==> src/sv/tpe_pkg.sv <==
package tpe_pkg;

  localparam int MAX_DIMS     = 4;
  localparam int BUFFER_DEPTH = 4096;
  localparam int DATA_WIDTH   = 32;

  localparam int ADDR_W    = $clog2(BUFFER_DEPTH);
  localparam int CNT_W     = ADDR_W + 1;
  localparam int EXT_W     = 13;
  localparam int SUM_W     = ADDR_W + $clog2(MAX_DIMS);
  localparam int DIM_IDX_W = $clog2(MAX_DIMS);
  localparam int NDIM_W    = 3;
  localparam int ORDER_W   = 8;
  localparam int SEQ_W     = $clog2(2 * MAX_DIMS + 1);

  localparam int REG_COUNT = 6;
  localparam int PADDR_W   = 5;
  localparam int REG_IDX_W = PADDR_W - 2;
  localparam int PDATA_W   = 32;

  localparam logic [REG_IDX_W-1:0] REG_NUM_DIMS  = 3'd0;
  localparam logic [REG_IDX_W-1:0] REG_SIZE_DIM0 = 3'd1;
  localparam logic [REG_IDX_W-1:0] REG_SIZE_DIM1 = 3'd2;
  localparam logic [REG_IDX_W-1:0] REG_SIZE_DIM2 = 3'd3;
  localparam logic [REG_IDX_W-1:0] REG_SIZE_DIM3 = 3'd4;
  localparam logic [REG_IDX_W-1:0] REG_DIM_ORDER = 3'd5;

  localparam logic [NDIM_W-1:0]  NUM_DIMS_RST  = 3'd2;
  localparam logic [EXT_W-1:0]   SIZE_RST      = 13'd1;
  localparam logic [ORDER_W-1:0] DIM_ORDER_RST = 8'd228;

  localparam logic [1:0] ERR_NONE  = 2'd0;
  localparam logic [1:0] ERR_ORDER = 2'd1;
  localparam logic [1:0] ERR_SIZE  = 2'd2;

  typedef enum logic {
    CMD_LOAD  = 1'b0,
    CMD_DRAIN = 1'b1
  } tpe_cmd_e;

  typedef struct packed {
    logic                               busy;
    logic                               clr;
    logic                               order_err;
    logic                               ovf;
    logic [NDIM_W-1:0]                  ndims;
    logic [CNT_W-1:0]                   total;
    logic [MAX_DIMS-1:0][EXT_W-1:0]     ext_out;
    logic [MAX_DIMS-1:0][SUM_W:0]       delta;
  } tpe_geom_t;

endpackage

==> src/sv/tpe_cfg.sv <==
module tpe_cfg (
  input  logic                          clk_i,
  input  logic                          rst_ni,
  input  logic                          psel,
  input  logic                          penable,
  input  logic                          pwrite,
  input  logic [tpe_pkg::PADDR_W-1:0]   paddr,
  input  logic [tpe_pkg::PDATA_W-1:0]   pwdata,
  output logic [tpe_pkg::PDATA_W-1:0]   prdata,
  output logic                          pready,
  output tpe_pkg::tpe_geom_t            geom_o
);
  import tpe_pkg::*;

  logic [NDIM_W-1:0]              num_dims_q;
  logic [MAX_DIMS-1:0][EXT_W-1:0] size_q;
  logic [ORDER_W-1:0]             dim_order_q;

  logic [REG_IDX_W-1:0]               reg_idx;
  logic                               reg_wr;
  logic [NDIM_W-1:0]                  ndims;
  logic [MAX_DIMS-1:0][EXT_W-1:0]     ext;
  logic [MAX_DIMS-1:0][DIM_IDX_W-1:0] ord;
  logic [MAX_DIMS-1:0][EXT_W-1:0]     ext_out;
  logic                               order_err;

  logic [SEQ_W-1:0]                   step_q;
  logic [EXT_W-1:0]                   acc_q;
  logic                               ovf_q;
  logic [SUM_W-1:0]                   suf_q;
  logic [MAX_DIMS-1:0][EXT_W-1:0]     stride_q;
  logic [MAX_DIMS-1:0][SUM_W:0]       delta_q;

  logic                               busy;
  logic                               phase_b;
  logic [DIM_IDX_W-1:0]               pos;
  logic                               in_use;
  logic [EXT_W-1:0]                   acc_in;
  logic                               ovf_in;
  logic [SUM_W-1:0]                   suf_in;
  logic [2*EXT_W-1:0]                 prod_a;
  logic [EXT_W-1:0]                   stride_sel;
  logic [2*EXT_W-1:0]                 prod_b;

  assign pready  = 1'b1;
  assign reg_idx = paddr[PADDR_W-1:2];
  assign reg_wr  = psel && penable && pwrite && (reg_idx < REG_IDX_W'(REG_COUNT));

  always_ff @(posedge clk_i or negedge rst_ni) begin
    if (!rst_ni) begin
      num_dims_q  <= NUM_DIMS_RST;
      size_q      <= {MAX_DIMS{SIZE_RST}};
      dim_order_q <= DIM_ORDER_RST;
    end else if (reg_wr) begin
      unique case (reg_idx)
        REG_NUM_DIMS:  num_dims_q  <= pwdata[NDIM_W-1:0];
        REG_SIZE_DIM0: size_q[0]   <= pwdata[EXT_W-1:0];
        REG_SIZE_DIM1: size_q[1]   <= pwdata[EXT_W-1:0];
        REG_SIZE_DIM2: size_q[2]   <= pwdata[EXT_W-1:0];
        REG_SIZE_DIM3: size_q[3]   <= pwdata[EXT_W-1:0];
        REG_DIM_ORDER: dim_order_q <= pwdata[ORDER_W-1:0];
        default: ;
      endcase
    end
  end

  always_comb begin
    prdata = '0;
    unique case (reg_idx)
      REG_NUM_DIMS:  prdata = PDATA_W'(num_dims_q);
      REG_SIZE_DIM0: prdata = PDATA_W'(size_q[0]);
      REG_SIZE_DIM1: prdata = PDATA_W'(size_q[1]);
      REG_SIZE_DIM2: prdata = PDATA_W'(size_q[2]);
      REG_SIZE_DIM3: prdata = PDATA_W'(size_q[3]);
      REG_DIM_ORDER: prdata = PDATA_W'(dim_order_q);
      default:       prdata = '0;
    endcase
  end

  // Decoded geometry: zero counts and extents behave as one, and a count above four is taken as four.
  always_comb begin
    if (num_dims_q == '0) begin
      ndims = NDIM_W'(1);
    end else if (num_dims_q > NDIM_W'(MAX_DIMS)) begin
      ndims = NDIM_W'(MAX_DIMS);
    end else begin
      ndims = num_dims_q;
    end
    order_err = 1'b0;
    for (int i = 0; i < MAX_DIMS; i++) begin
      ext[i]     = (size_q[i] == '0) ? EXT_W'(1) : size_q[i];
      ord[i]     = dim_order_q[2*i +: 2];
    end
    for (int i = 0; i < MAX_DIMS; i++) begin
      ext_out[i] = ext[ord[i]];
      if ((NDIM_W'(i) < ndims) && (NDIM_W'(ord[i]) >= ndims)) begin
        order_err = 1'b1;
      end
    end
  end

  // The first half of the sequence builds the input strides from the innermost
  // dimension outwards; the second half builds the address step taken when each
  // output index advances and all inner ones wrap.
  assign busy       = (step_q < SEQ_W'(2 * MAX_DIMS));
  assign phase_b    = step_q[DIM_IDX_W];
  assign pos        = DIM_IDX_W'(MAX_DIMS - 1) - step_q[DIM_IDX_W-1:0];
  assign in_use     = (NDIM_W'(pos) < ndims);
  assign acc_in     = (step_q == '0) ? EXT_W'(1) : acc_q;
  assign ovf_in     = (step_q == '0) ? 1'b0 : ovf_q;
  assign suf_in     = (step_q == SEQ_W'(MAX_DIMS)) ? '0 : suf_q;
  assign prod_a     = acc_in * ext[pos];
  assign stride_sel = stride_q[ord[pos]];
  assign prod_b     = (ext_out[pos] - EXT_W'(1)) * stride_sel;

  always_ff @(posedge clk_i or negedge rst_ni) begin
    if (!rst_ni) begin
      step_q <= '0;
    end else if (reg_wr) begin
      step_q <= '0;
    end else if (busy) begin
      step_q <= step_q + SEQ_W'(1);
    end
  end

  always_ff @(posedge clk_i) begin
    if (busy && !phase_b) begin
      if (in_use) begin
        stride_q[pos] <= acc_in;
        acc_q         <= prod_a[EXT_W-1:0];
        ovf_q         <= ovf_in | (prod_a > (2*EXT_W)'(BUFFER_DEPTH));
      end else begin
        stride_q[pos] <= EXT_W'(1);
        acc_q         <= acc_in;
        ovf_q         <= ovf_in;
      end
    end else if (busy && phase_b) begin
      if (in_use) begin
        delta_q[pos] <= (SUM_W+1)'(stride_sel) - (SUM_W+1)'(suf_in);
        suf_q        <= suf_in + prod_b[SUM_W-1:0];
      end else begin
        delta_q[pos] <= '0;
        suf_q        <= suf_in;
      end
    end
  end

  assign geom_o.busy      = busy;
  assign geom_o.clr       = reg_wr;
  assign geom_o.order_err = order_err;
  assign geom_o.ovf       = ovf_q;
  assign geom_o.ndims     = ndims;
  assign geom_o.total     = CNT_W'(acc_q);
  assign geom_o.ext_out   = ext_out;
  assign geom_o.delta     = delta_q;

endmodule

==> config.mk <==
export PLATFORM = sky130hd
export DESIGN_NAME = tpe_cfg
export DESIGN_NICKNAME = d
export VERILOG_FILES = /design/src/sv/tpe_pkg.sv /design/src/sv/tpe_cfg.sv
export SDC_FILE = /design/constraint.sdc
export NUM_CORES = 1
export LEC_CHECK = 0
export BUFFER_PORTS_ARGS = -buffer_cell sky130_fd_sc_hd__buf_2
export CORE_UTILIZATION = 55
export DETAILED_ROUTE_END_ITERATION = 8
export GPL_TIMING_DRIVEN = 0
export HOLD_SLACK_MARGIN = 0.02
export PLACE_DENSITY = 0.75
export SKIP_CTS_REPAIR_TIMING = 1
export SYNTH_ARGS = -nofsm -noshare
export SYNTH_HDL_FRONTEND = slang
export SYNTH_SLANG_ARGS = --single-unit
==> constraint.sdc <==
create_clock -name clk_i -period 26.9 [get_ports clk_i]
set_input_delay 4.035 -clock clk_i [delete_from_list [all_inputs] [get_ports clk_i]]
set_output_delay 4.035 -clock clk_i [all_outputs]
set_load 0.01 [all_outputs]
* After elaboration in Yosys (flattened, before gate mapping) *
Cells that the tools add are included.

word-level totals
  logic and storage cells = 127
  register bits = 207
  input bits = 42
  output and inout bits = 165

cells by class
  bitwise operators = 7
  equality and inequality tests = 6
  multiplexer cells = 43
  $mul = 2
  $add $sub $neg = 5
  $lt $le $gt $ge = 20
  reductions and logical operators = 26

operator list
  cell                   count
  $bmux 13 s2            7
  $mux 13                14
  $pmux 13 s6            1
  $and 60x60->60         1
  $bwmux 60              1
  $mux 60                1
  $not 60->60            1
  $bwmux 52              1
  $logic_not 13->1       4
  $mux 52                1
  $and 48x48->48         1
  $not 48->48            1
  $demux 15 s2           1
  $mux 14                2
  $demux 13 s2           1
  $gt 26x13->1 const B   1
  $mul 13x13->26         1
  $lt 2x3->1 const B     6
  $mux 15                1
  $sub 13x14->15         1
  $add 14x14->14         1
  $mul 14x14->14         1
  $reduce_and 2->1       7
  $sub 13x1->14 const B  1
  other kinds (27)       51

* Longest topological paths before layout *
Gate-level depths: netlist (run 1).

  depth in word-level cells = 10
  depth in mapped cells = 37
  gate-level depth less buffers = 33

* Least setup slack after synthesis (run 1) *
No wires, ideal clock.

  path kind = input-to-output
  start = input paddr[2] (netlist bit)
  end = output prdata[10] (netlist bit)
  data arrival time = 5.493 ns
  path slack = 17.372 ns
  cell stages on the path = 5
  required time = 22.865 ns
  path buffers = 3
  path through = clkbuf_1 buf_1 clkbuf_1 a22oi_1 o21ai_0

between the ends
  longest elaborated chain between the ends = 2
  elaborated cells between the ends (all ways) = 7
  classes of those cells = eq/ne (5); mux (1); reduce/logical (1)

RTL lines
  item                                      RTL line       source
  start, declared                           tpe_cfg.sv:7   input logic [tpe_pkg::PADDR_W-1:0] paddr,
  $eq 3x3->1, or another cell as far along  tpe_cfg.sv:69  unique case (reg_idx)
  $pmux 13 s6 (*)                           tpe_cfg.sv:69
  end, declared                             tpe_cfg.sv:9   output logic [tpe_pkg::PDATA_W-1:0] prdata,

Mark *: on every way between the ends. The rest lies on a longest branch, timed or not.

* Final worst setup path (run 1) *
  start = register step_q[1]
  end = register ovf_q (data pin)

between the ends
  longest elaborated chain between the ends = 7
  elaborated cells between the ends (all ways) = 11
  classes of those cells = add/sub (1); mul (1); order compare (2); mux (5); bitwise (1); reduce/logical (1)

RTL lines
  item                           RTL line        source
  start, declared                tpe_cfg.sv:27   logic [SEQ_W-1:0] step_q;
  start signal, assigned         tpe_cfg.sv:122  step_q <= step_q + SEQ_W'(1);
  $sub 2x2->2                    tpe_cfg.sv:107  assign pos = DIM_IDX_W'(MAX_DIMS - 1) - step_q[DIM_IDX_W-1:0];
  $bmux 13 s2                    tpe_cfg.sv:112  assign prod_a = acc_in * ext[pos];
  $mux 13 (not written as such)  tpe_cfg.sv:112
  $mul 13x13->26                 tpe_cfg.sv:112
  $gt 26x13->1                   tpe_cfg.sv:131  ovf_q <= ovf_in | (prod_a > (2*EXT_W)'(BUFFER_DEPTH));
  $or 1x1->1                     tpe_cfg.sv:131
  $mux 1 (*)                     tpe_cfg.sv:128  if (in_use) begin
  end signal, assigned           tpe_cfg.sv:131
  end signal, assigned           tpe_cfg.sv:135  ovf_q <= ovf_in;
  end, declared                  tpe_cfg.sv:29   logic ovf_q;

Mark *: on every way between the ends. The rest lies on a longest branch, timed or not. The select of a mux whose other input is x is not followed.
A chain may end at the register's enable or synchronous reset.

==> flow_summary_export.csv, run 1 <==
group,metric,value,unit
timing,final.period_utilization,41.1,%
layout,number_of_nets_at_the_end_of_the_flow,2843,
critical_path,critPathMaxStageDelay,1.06,ns
global_route,grt_pass1_wl,108000,um
logic_synthesis,dominant_register_cell_in_the_synthesized_netlist,"sky130_fd_sc_hd__edfxtp_1",
drt,finalWirelength,69700,um
timing,max_fclk,90.5,MHz
cts,clk_latency,0.55,ns
drt,post_dr_vias_cell,6.19,
logic_synthesis,ys_async_sr_fraction,32.4,%
critical_path,crit_fanout,10,
hold_path,hold_class,"register to register",
run_status,outcome,"complete, no violations",
drt,wire_per_inst,23.2,um
timing,worst-slew-pin-transition,1.34,ns
cts,clkSinkCount,207,
placement,instance_area_at_placement,0.0235,mm2
floorplanning,die_height,202,um
drt,detail_route.first_pass.iterations,6,
timing,rsz0062_at_grt,"false",
cts,cts.clk_slew.worst_paths,0.06,ns
logic_synthesis,synth_enable_flop_cells,140,
floorplanning,initial_core_util,56.2,%
critical_path,cp-end-kind,"register",
timing,report.final.slew_viol_count,0,
global_route,grt_remaining_overflow,0,
layout,drive_above_1_share,17.4,%
logic_synthesis,number_of_instances_in_the_synthesized_netlist,2258,
placement,post-dp-hpwl,54100,um
logic_synthesis,total_of_flip_flops_plus_latches_after_synthesis,207,
critical_path,buffers_inverters_on_critical_path,9,
logic_synthesis,mappedNetlistArea,0.0219,mm2
critical_path,timing.critical_path.slowest_stage_cell,"sky130_fd_sc_hd__a2111oi_0",
logic_synthesis,synth_warnings,0,
logic_synthesis,synth_area_leaders,"sky130_fd_sc_hd__edfxtp_1 19%, sky130_fd_sc_hd__fa_1 17%, sky130_fd_sc_hd__ha_1 7.9%, sky130_fd_sc_hd__mux4_2 7.0%, sky130_fd_sc_hd__dfrtp_1 6.6%",
timing,final_critical_period,11.05,ns
floorplanning,std_cell_rows,72,
flow_run,drv_cap,0,
drt,drtIter0Drc,2277,
global_route,vias_in_the_first_global_route,18700,
timing,timing.setup.tns,0,ns
drt,dr_total_vias,18600,
critical_path,required,27.20,ns
cts,cts_buffers,24,
timing,max-slew-margin-rel,10.4,%
critical_path,worst-endpoint-arrival,11.35,ns
floorplanning,core_area,0.0390,mm2
critical_path,gate_family_responsible_for_the_most_delay_along_the_worst_path,"compound AO/OA/AOI/OAI gates",
logic_synthesis,synth-seq-area-share,26.9,%
critical_path,start_kind,"register",
cts,clockBufferDepth,3,
layout,top_library_cells_by_usage_in_the_layout_fill_and_taps_aside,"354 x sky130_fd_sc_hd__nand2_1, 295 x sky130_fd_sc_hd__inv_1, 190 x sky130_fd_sc_hd__fa_1",
timing,finalHoldViolCount,0,
cts,ctsHtreeMaxLevel,1,
timing,final-setup-viol-count,0,
logic_synthesis,yosysTopAreaCell,"sky130_fd_sc_hd__edfxtp_1",
cts,cts_tree,"built",
global_route,grt_max_degree,68,
layout,area_delta_synth_final,11.1,%
placement,globalplace.congestion,0.980,
floorplanning,floorplan.io_pins,207,
critical_path,critical-path-top-cell-by-count,"sky130_fd_sc_hd__fa_1",
logic_synthesis,mean_post_synth_cell_area,9.71,um2
layout,diodes,0,
critical_path,crit_type,"register to register",
global_route,number_of_antenna_violations_at_the_first_check_in_global_routing,3,
layout,most_common_library_cell_in_the_layout_ignoring_fill_and_taps,"sky130_fd_sc_hd__nand2_1",
layout,sequential_cell_area,0.00589,mm2
logic_synthesis,number_of_distinct_standard_cells_referenced_by_the_synthesized_netlist,74,
placement,placement.io_buffers,165,
floorplanning,die-area,0.0407,mm2
timing,fin_worst_hold_slack,0.588,ns
layout,finalInstanceArea,0.0244,mm2
logic_synthesis,synth_top_area_share,19.2,%
global_route,gr-usage-all-layers,34.7,%
floorplanning,die_x,202,um
timing,finClkSkew,0.0257,ns
layout,num-fill-cells,3211,
drt,detail_route.drc_violations,0,
cts,ctsRootBufferMaster,"sky130_fd_sc_hd__clkbuf_16",
drt,drt.antenna.violating_nets,0,
layout,multi_input_area,0.0144,mm2
==> path summary, 6_finish.rpt <==
kind	startpoint	endpoint	slack (ns)	cells past startpoint
setup reg to reg	step_q[1]$_DFFE_PN0P_	ovf_q$_DFFE_PP_	15.85	28
setup / recovery	step_q[1]$_DFFE_PN0P_	ovf_q$_DFFE_PP_	15.85	28
max in group asynchronous	rst_ni	size_q[11]$_DFFE_PN0P_	22.69	1
hold reg to reg	stride_q[48]$_DFFE_PP_	stride_q[48]$_DFFE_PP_	0.59	1
min in group asynchronous	rst_ni	size_q[40]$_DFFE_PN0P_	3.61	1
hold / removal	stride_q[48]$_DFFE_PP_	stride_q[48]$_DFFE_PP_	0.59	1
==> cell families (layout without fill, tap and decap cells) <==
logic type	count (synthesis)	in the layout	synth area share (%)
and+or+nand+nor	696	696	14.1
buffers and inverters	438	653	8.00
adders and majority gates	328	328	25.2
AOI/OAI and AO/OA	325	325	9.22
DFF	207	207	26.9
muxes	200	200	14.0
xor gates and xnor gates	62	62	2.54
other	2	20	0.0343
==> routing by layer <==
metal	vias to the layer above	track usage, %	share of wire [%]
met3	227	6.53	11
met4	2	15.7	4.8
met1	9179	46.7	39
met2	1177	54.9	46
met5	-	0	0.019
li1	8038	-	-
==> cell usage after synthesis, drive strengths merged (9+ instances only) <==
cell,n
a22o,14
fa,190
dfrtp,58
nand3,17
clkbuf,86
a21boi,9
a21o,9
mux2i,34
nor2,152
xnor2,48
inv,295
nand2b,21
a21oi,83
and3,22
nor2b,28
and2,32
nor3b,9
edfxtp,140
mux2,92
o21ai,113
o21a,11
nor4,13
nor3,17
xor2,13
o22ai,15
ha,138
dfstp,9
a22oi,12
mux4,74
or3,14
buf,55
nand2,354
==> cell type report <==
| cell class | instances | area share (%) |
|---|---|---|
| multi-input cells | 1631 | 59.0 |
| flip-flops and latches | 207 | 24.2 |
| inverters | 297 | 4.58 |
| repair buffers | 171 | 3.69 |
| clock buffers | 34 | 2.83 |
| well taps | 518 | 2.66 |
| plain buffers | 141 | 2.62 |
| clock inverters | 10 | 0.421 |
==> per-stage QoR <==
step	util (%)	cells	worst slack, ns
finish	62.4	3009	15.85
floorplan	-	2276	17.37
detailed placement	60.4	2964	15.96
global placement	60.1	2959	16.12
CTS	62.4	3008	15.93
global route	62.4	3009	15.47
==> worst reg2reg max path, delay by kind of cell (launching register included) <==
kind | cells | cell delay (ns)
buf+inv | 9 | 3.03
mux | 1 | 0.31
flops | 1 | 0.36
simple gates | 5 | 1.35
fa+ha+maj | 6 | 2.73
compound gates | 7 | 3.03
==> sequential cells by signal (all words and copies together) (netlist names) <==
signal / count
acc_q: 13
dim_order_q: 8
ovf_q: 1
stride_q: 52
suf_q: 14
geom_o: 60
step_q: 4
size_q: 52
num_dims_q: 3
Power of run 1 is not shown: default switching activity piles up to over one toggle a cycle in this logic, so the estimate is an artifact.
==> inputs of run 2 (changes only) <==
- PLACE_DENSITY: 0.75 -> 0.78
- clock period: 26.9 -> 9.25 ns (I/O delays scaled with it)
==> run 2 against run 1 <==
  * Critical path depth rose by 4
  * Worst setup slack got worse by 16 ns
  * Non-clock buffer count decreased by 5
  * Register-to-register slack worse by 16 ns
  * Flip-flop and latch count unchanged
  * Critical endpoint is now suf_q[13]$_DFFE_PP_
  * Die area unchanged
  * Utilization increased by 0.21 points
  * Via count is 0.55% higher
==> flow_summary_export.csv, run 2 (synthesized netlist as in run 1, its figures left out) <==
group,metric,value,unit
placement,globalplace.congestion,1.00,
global_route,global_route.usage.met2,54.4,%
timing,final_critical_period,9.12,ns
drt,drt.antenna.violating_nets,0,
cts,cts_tree,"built",
floorplanning,floorplan.io_pins,207,
cts,clk_latency,0.55,ns
critical_path,crit_type,"register to register",
critical_path,buffers_inverters_on_critical_path,7,
critical_path,gate_family_responsible_for_the_most_delay_along_the_worst_path,"adder cells",
critical_path,crit-reg2reg-launch,"dim_order_q[4]$_DFFE_PN0P_",
critical_path,start_kind,"register",
critical_path,crit_fanout,11,
critical_path,cp-end-kind,"register",
layout,number_of_nets_at_the_end_of_the_flow,2838,
layout,num-fill-cells,3198,
timing,report.final.slew_viol_count,0,
timing,final.period_utilization,98.6,%
timing,finClkSkew,0.00783,ns
timing,max_fclk,110,MHz
global_route,gr-usage-all-layers,34.1,%
placement,post-dp-hpwl,53300,um
global_route,grt_max_degree,68,
floorplanning,die_x,202,um
timing,max-slew-margin-rel,11.1,%
hold_path,hold_class,"register to register",
layout,drive_above_1_share,19.0,%
cts,cts_buffers,24,
drt,detail_route.drc_violations,0,
floorplanning,die-area,0.0407,mm2
timing,finalHoldViolCount,0,
critical_path,r2r_slack,0.13,ns
layout,final_core_util,62.7,%
layout,largest_register_ff_count,60,
critical_path,worst-endpoint-arrival,9.40,ns
hold_path,sink_of_the_worst_hold_path,"stride_q[42]$_DFFE_PP_",
critical_path,timing.critical_path.slowest_stage_cell,"sky130_fd_sc_hd__fa_1",
global_route,grt_pass1_wl,107000,um
global_route,vias_in_the_first_global_route,18900,
floorplanning,std_cell_rows,72,
critical_path,required,9.53,ns
critical_path,critical-path-top-cell-by-count,"sky130_fd_sc_hd__xnor2_1",
layout,top_library_cells_by_usage_in_the_layout_fill_and_taps_aside,"353 x sky130_fd_sc_hd__nand2_1, 294 x sky130_fd_sc_hd__inv_1, 190 x sky130_fd_sc_hd__fa_1",
cts,ctsHtreeMaxLevel,1,
timing,final-setup-viol-count,0,
placement,placement.io_buffers,165,
floorplanning,die_height,202,um
global_route,grt_use_met3,8.60,%
layout,multi_input_area,0.0145,mm2
global_route,grt_remaining_overflow,0,
layout,most_common_library_cell_in_the_layout_ignoring_fill_and_taps,"sky130_fd_sc_hd__nand2_1",
drt,detail_route.first_pass.iterations,6,
hold_path,worst_hold_path.num_cells,1,
drt,post_dr_vias_cell,6.24,
drt,wire_per_inst,22.8,um
layout,area_delta_synth_final,11.5,%
hold_path,hp-start,"stride_q[42]$_DFFE_PP_",
drt,drtIter0Drc,2156,
drt,dr_total_vias,18700,
timing,worst-slew-pin-transition,1.33,ns
global_route,globalRoute.busiestLayer,"met2",
layout,sequential_cell_area,0.00590,mm2
floorplanning,initial_core_util,56.2,%
critical_path,worstReg2RegEnd,"suf_q[13]$_DFFE_PP_",
global_route,number_of_antenna_violations_at_the_first_check_in_global_routing,2,
cts,clockBufferDepth,3,
timing,timing.setup.tns,0,ns
timing,fin_worst_hold_slack,0.592,ns
critical_path,critPathMaxStageDelay,0.54,ns
cts,clkSinkCount,207,
cts,ctsRootBufferMaster,"sky130_fd_sc_hd__clkbuf_16",
drt,finalWirelength,68600,um
floorplanning,core_area,0.0390,mm2
critical_path,worstRegToRegCells,32,
run_status,outcome,"complete, no violations",
global_route,grtUsageMet1,43.5,%
flow_run,drv_cap,0,
cts,cts.clk_slew.worst_paths,0.06,ns
run 2: changes by cell type in the layout (fill, tap and decap cells not counted), moves of 3 or more:
cell,delta
sky130_fd_sc_hd__buf_1,-12
sky130_fd_sc_hd__buf_2,-5
sky130_fd_sc_hd__buf_4,+4
sky130_fd_sc_hd__clkbuf_1,-16
sky130_fd_sc_hd__clkbuf_2,+20
sky130_fd_sc_hd__o21ai_2,+3
run 2: layer usage:
layer	wire length, um	up-vias
li1	-	8042
met1	25700	9217
met2	31600	1226
met3	7620	239
met4	3550	2
met5	8	-
run 2: worst max path at each step:
| stage | end | start | cells after the start | slack, ns |
|---|---|---|---|---|
| floorplan | suf_q[13]$_DFFE_PP_ | step_q[1]$_DFFE_PN0P_ | 36 | 0.79 |
| global placement | ovf_q$_DFFE_PP_ | step_q[1]$_DFFE_PN0P_ | 28 | -1.56 |
| detailed placement | ovf_q$_DFFE_PP_ | step_q[1]$_DFFE_PN0P_ | 28 | -1.48 |
| CTS | ovf_q$_DFFE_PP_ | step_q[1]$_DFFE_PN0P_ | 28 | -1.49 |
| global route | suf_q[13]$_DFFE_PP_ | dim_order_q[6]$_DFFE_PN1P_ | 31 | -0.05 |
| finish | suf_q[13]$_DFFE_PP_ | dim_order_q[4]$_DFFE_PN0P_ | 32 | 0.13 |
run 2: worst reg2reg max path: cells and delay by family (launching register included):
kind / cells / cell delay, ns
fa+ha+maj: 7 / 3.13
compound gates: 3 / 0.69
flops: 1 / 0.31
buf+inv: 7 / 1.28
xor+xnor: 11 / 2.46
simple gates: 4 / 0.96
run 2: area by class of cell:
cell class              count  area share [%]
repair buffers            172            3.72
clock buffers              30            2.63
well taps                 518            2.65
diodes                      1          0.0102
plain buffers             135            2.69
clock inverters            12           0.445
multi-input cells        1631            59.1
flip-flops and latches    207            24.1
inverters                 297            4.59
run 2: through the flow:
stage / std cells / setup slack, ns / cell area [um2]
after floorplan: 2276 / 0.791 / 22000
after global placement: 2959 / -1.56 / 23500
after detailed placement: 2963 / -1.48 / 23500
after CTS: 3005 / -1.49 / 24300
after global routing: 3002 / -0.0484 / 24400
final: 3003 / 0.133 / 24400
Power of run 2 is left out for the same reason.
